$ cat config.mk
export PLATFORM = sky130hd
export DESIGN_NAME = hpm_div_stage
export DESIGN_NICKNAME = d
export VERILOG_FILES = /design/src/hpm_pkg.sv /design/src/hpm_div_stage.sv
export SDC_FILE = /design/constraint.sdc
export NUM_CORES = 1
export LEC_CHECK = 0
export ABC_AREA = 1
export BUFFER_PORTS_ARGS = -buffer_cell sky130_fd_sc_hd__buf_2
export CAP_MARGIN = 20
export CELL_PAD_IN_SITES_DETAIL_PLACEMENT = 1
export CELL_PAD_IN_SITES_GLOBAL_PLACEMENT = 2
export CORE_MARGIN = 1.5
export CORE_UTILIZATION = 25
export CTS_BUF_LIST = sky130_fd_sc_hd__clkbuf_4
export DETAILED_ROUTE_END_ITERATION = 10
export PLACE_DENSITY_LB_ADDON = 0.1
export REMOVE_ABC_BUFFERS = 1
export SYNTH_ARGS = -nofsm -noshare
export SYNTH_HDL_FRONTEND = slang
export SYNTH_SLANG_ARGS = --single-unit
$ cat constraint.sdc
create_clock -name clk -period 3.5 [get_ports clk]
set_clock_uncertainty 0.2 [all_clocks]
set_input_delay 0.525 -clock clk [delete_from_list [all_inputs] [get_ports clk]]
set_output_delay 0.525 -clock clk [all_outputs]
set_load 0.005 [all_outputs]
$ cat src/hpm_pkg.sv
// ----------------------------------------------------------------------------
// hpm_pkg
// Shared types and constants for the homography point mapper.
// ----------------------------------------------------------------------------
package hpm_pkg;

  localparam int PIX_BITS  = 24;
  localparam int COEF_BITS = 32;
  localparam int CFG_DATA_BITS = 64;
  localparam int CFG_IDX_BITS  = 3;
  localparam int SIZE_BITS = 14;

  // Configuration register indexes
  typedef enum logic [CFG_IDX_BITS-1:0] {
    REG_COEF_X   = 3'd0,
    REG_COEF_Y   = 3'd1,
    REG_COEF_W   = 3'd2,
    REG_OFF_XY   = 3'd3,
    REG_OFF_W    = 3'd4,
    REG_DEST_W   = 3'd5,
    REG_DEST_H   = 3'd6,
    REG_NONE     = 3'd7
  } hpm_reg_t;

  localparam logic [CFG_DATA_BITS-1:0] COEF_X_RST = 64'h0000_0000_7FFF_FFFF;
  localparam logic [CFG_DATA_BITS-1:0] COEF_Y_RST = 64'h7FFF_FFFF_0000_0000;
  localparam logic [COEF_BITS-1:0]     OFF_W_RST  = 32'h7FFF_FFFF;
  localparam logic [SIZE_BITS-1:0]     SIZE_RST   = 14'd8192;

  // Side information that rides along the divider stages
  typedef struct packed {
    logic                pos_x;  // x/w >= 0
    logic                pos_y;  // y/w >= 0
    logic [PIX_BITS-1:0] pix;
  } hpm_side_t;

endpackage

$ cat src/hpm_div_stage.sv
// ----------------------------------------------------------------------------
// hpm_div_stage
// One restoring-division step for both x/w and y/w: resolves one quotient bit.
// ----------------------------------------------------------------------------
module hpm_div_stage #(
  parameter int MW  = 45,  // magnitude width of numerator and divisor
  parameter int QW  = 14,  // quotient width
  parameter int BIT = 13   // quotient bit resolved here
) (
  input  logic                  clk,
  input  logic                  rst_n,
  input  logic                  en,
  input  logic                  vld_i,
  input  logic [MW-1:0]         rx_i,
  input  logic [MW-1:0]         ry_i,
  input  logic [MW-1:0]         ad_i,
  input  logic [QW-1:0]         qx_i,
  input  logic [QW-1:0]         qy_i,
  input  hpm_pkg::hpm_side_t    side_i,
  output logic                  vld_o,
  output logic [MW-1:0]         rx_o,
  output logic [MW-1:0]         ry_o,
  output logic [MW-1:0]         ad_o,
  output logic [QW-1:0]         qx_o,
  output logic [QW-1:0]         qy_o,
  output hpm_pkg::hpm_side_t    side_o
);
  import hpm_pkg::*;

  localparam int RW = MW + QW - 1;

  logic [RW-1:0] trial;
  logic          gex, gey;
  logic [MW-1:0] rx_nxt, ry_nxt;
  logic [QW-1:0] qx_nxt, qy_nxt;
  logic          vld_r;
  logic [MW-1:0] rx_r, ry_r, ad_r;
  logic [QW-1:0] qx_r, qy_r;
  hpm_side_t     side_r;

  // Compare remainder with shifted divisor, subtract when it fits
  always_comb begin
    trial  = RW'(ad_i) << BIT;
    gex    = RW'(rx_i) >= trial;
    gey    = RW'(ry_i) >= trial;
    rx_nxt = gex ? MW'(RW'(rx_i) - trial) : rx_i;
    ry_nxt = gey ? MW'(RW'(ry_i) - trial) : ry_i;
    qx_nxt = qx_i;
    qy_nxt = qy_i;
    qx_nxt[BIT] = gex;
    qy_nxt[BIT] = gey;
  end

  always_ff @(posedge clk) begin
    if (!rst_n) begin
      vld_r <= 1'b0;
    end else if (en) begin
      vld_r <= vld_i;
    end
  end

  always_ff @(posedge clk) begin
    if (en) begin
      rx_r   <= rx_nxt;
      ry_r   <= ry_nxt;
      ad_r   <= ad_i;
      qx_r   <= qx_nxt;
      qy_r   <= qy_nxt;
      side_r <= side_i;
    end
  end

  assign vld_o  = vld_r;
  assign rx_o   = rx_r;
  assign ry_o   = ry_r;
  assign ad_o   = ad_r;
  assign qx_o   = qx_r;
  assign qy_o   = qy_r;
  assign side_o = side_r;

endmodule

==> results.cfg <==
[worst_setup_path]
crit_buf_inv = 5
worstReg2RegEnd = vld_o
crit_fanout = 11
crit_top_cell = nand2_1
r2r_slack_ns = 1.99
max_stage_delay_ns = 0.54
rr_worst_depth = 3
arrival_ns = 3.21
path_class = input port to flip-flop
reg2reg_from = vld_o
required_ns = 3.81
path_delay_family = simple AND/OR/NAND/NOR gates
cp-end-kind = flip-flop
worstSetupStartpointType = input port
crit_cells = 15
slowest_stage = dlygate4sd3_1
crit_chain = dlygate4sd3_1 -> buf_2 -> inv_1 -> ha_1 -> nand2_1 -> nor2_1 -> inv_2 -> nor2_4 -> and2_1 -> nand3_1 -> nand2_1 -> nand2_2 -> buf_12 -> nand3_1 -> nand2_1

[layout]
num-nets-final = 2430
fill_cells = 5868
area_growth_pct = 41.64
multi_input_area_um2 = 5209
final_util = 0.3598
final_common_cell = nand2_1
final_cell_mix = 628 x nand2_1, 379 x buf_2, 295 x inv_1
regArea_um2 = 5695
layout-drive-gt1-share = 0.2262

[timing]
period_minus_slack_ns = 2.900
slew_headroom = 0.5459
worst_slew_pin_slew_ns = 0.6811
setup_tns_ns = 0
fin_crit_sh = 0.8287
setup_viol = 0
fmax_mhz = 344.8
rsz0062_at_grt = no
drv_slew = 0
final_hold_viol_count = 0
worst_hold_slack_ns = 0.1889

[synth]
synth_mux_area_frac = 0
synth_area_um2 = 12180
synth-xor-area-share = 0.02157
synth_simple_gate_area_frac = 0.3144
ys_seq_area_frac = 0.4676
syn_inst = 1571
synth_adder_area_share = 0.06903
ys_seq_elements = 190
postSynthAreaPerCell_um2 = 7.753
ys_warn_count = 0
synth_compound_area_frac = 0.02260
synth_top_family_by_area = simple AND/OR/NAND/NOR gates
synth_cell_types = 31

[global_route]
grt_max_degree = 70
overflow = 0
grt_pass1_wl_mm = 76.58
grt_pass1_vias = 13260
antenna_found_initial = 2
track_usage = 0.2061

[pwr]
seqPwrFrac = 0.480
p_sw_mw = 1.955
p_per_area_nw_per_um2 = 330.8
leakage_nw = 8.952
pwr-share-clk = 0.248
switching_share = 0.3425
power_report.internal_total_mw = 3.752
vdd_drop_max_v = 0.0001607
power_frac_comb = 0.273

[detailed_routing]
drtAntennaViolNets = 0
finalWirelength_mm = 50.19
vias_per_cell = 4.343
vias = 12170
drcViolationCount = 0
drtPass1Iterations = 4
routedWlPerCell_um = 17.92
drt-initial-drc-count = 440

[floorplan]
die_h_um = 223.7
core_area_um2 = 47950
row_count = 80
floorplan.initialDensity = 0.2540
die_area_um2 = 50060
pin_count = 383
fp.dieW_um = 223.7

[min_path]
hp-class = input port to flip-flop
hp-start = en
hold_depth = 1
min_delay_worst_endpoint = ad_o[33]

[run_status]
status = finished clean

[clocking]
clk_pin_slew_ns = 0.20
cts_root_buffer = clkbuf_4
clockBufferDepth = 2
clock_latency_ns = 0.73
cts_resized = 0
htreeDepth = 4
cts.sinks = 190
cts_made_buffers = 17
cts_tree = done

[placed_design]
dpl.hpwl_mm = 40.46
io_buffers = 380
gp_congestion = 0.8257

[flow_run]
cap_viol_max_count = 0
==> synth_stat cells (all sizes together) <==
cell type | instances | share of area
a21o | 2 | 0.0012
a21oi | 45 | 0.019
and2 | 5 | 0.0026
buf | 15 | 0.010
clkbuf | 1 | 0.00031
dfxtp | 1 | 0.0016
edfxtp | 189 | 0.47
fa | 2 | 0.0033
ha | 64 | 0.066
inv | 306 | 0.094
nand2 | 646 | 0.20
nand3 | 93 | 0.039
nand3b | 1 | 0.00062
nand4 | 36 | 0.021
nor2 | 114 | 0.040
nor3 | 17 | 0.0082
o21ai | 1 | 0.00041
o21bai | 3 | 0.0018
xnor2 | 2 | 0.0014
xor2 | 28 | 0.020
==> layout make-up <==
class,count,share of cell area
multi-input combinational,1059,0.3019
antenna,2,0.0002901
tap,615,0.04460
clock buffer,17,0.007397
timing repair buffer,597,0.2369
inverter,306,0.06657
sequential,190,0.3301
clock inverter,15,0.01218
==> worst reg2reg max path: stages (launching register included) <==
cell           delay, ns
dfxtp_1             0.37
o21ai_0             0.19
a21oi_1             0.07
dlygate4sd3_1       0.59
==> power groups by stage <==
stage               clock network (mW)  logic [mW]  registers, mW
floorplan                            0       0.698           2.82
global placement                     0        1.40           2.78
detailed placement                   0        1.41           2.79
CTS                               1.50        1.59           2.74
global route                      1.55        1.76           2.76
finish                            1.41        1.56           2.74
==> how the worst max path moves through the flow <==
stage,startpoint,end,slack (ns)
after floorplan,ad_i[8],rx_o[36],0.93
after global placement,ad_i[24],rx_o[26],0.39
after detailed placement,ad_i[12],rx_o[26],0.35
after CTS,ad_i[2],rx_o[26],0.73
after global routing,ad_i[20],rx_o[26],0.49
final,ad_i[18],ry_o[22],0.60
==> per-layer routing <==
| layer | share of wire | wire, um | track usage |
|---|---|---|---|
| met1 | 0.43 | 21400 | 0.2450 |
| met5 | 0 | 0 | 0 |
| met4 | 0.020 | 996 | 0.06277 |
| met3 | 0.035 | 1776 | 0.03240 |
| met2 | 0.52 | 26020 | 0.3790 |
==> sequential cells by signal (all words and copies together) (netlist names) <==
name	cells
ry_o	45
vld_o	1
rx_o	45
qx_o	14
side_o	26
qy_o	14
ad_o	45
==> stage by stage <==
step | instance area [um2] | instances | power (mW) | setup slack, ns
4_1_cts | 17250 | 2799 | 5.825 | 0.7309
5_1_grt | 17250 | 2801 | 6.070 | 0.4884
3_5_place_dp | 15020 | 2578 | 4.196 | 0.3472
6_report | 17250 | 2801 | 5.707 | 0.5997
3_3_place_gp | 15020 | 2578 | 4.179 | 0.3868
2_1_floorplan | 12050 | 1555 | 3.520 | 0.9291
==> logic make-up after synthesis <==
logic type,Yosys count
buf+inv,322
xor+xnor,30
flops,190
compound gates,51
fa+ha+maj,66
simple gates,912
==> timing repair <==
action,in CTS,in global routing
hold buffers,189,0
buffers inserted,0,0
endpoints found under the hold margin,188,0
No activity file was read; power rests on OpenSTA's default activity.
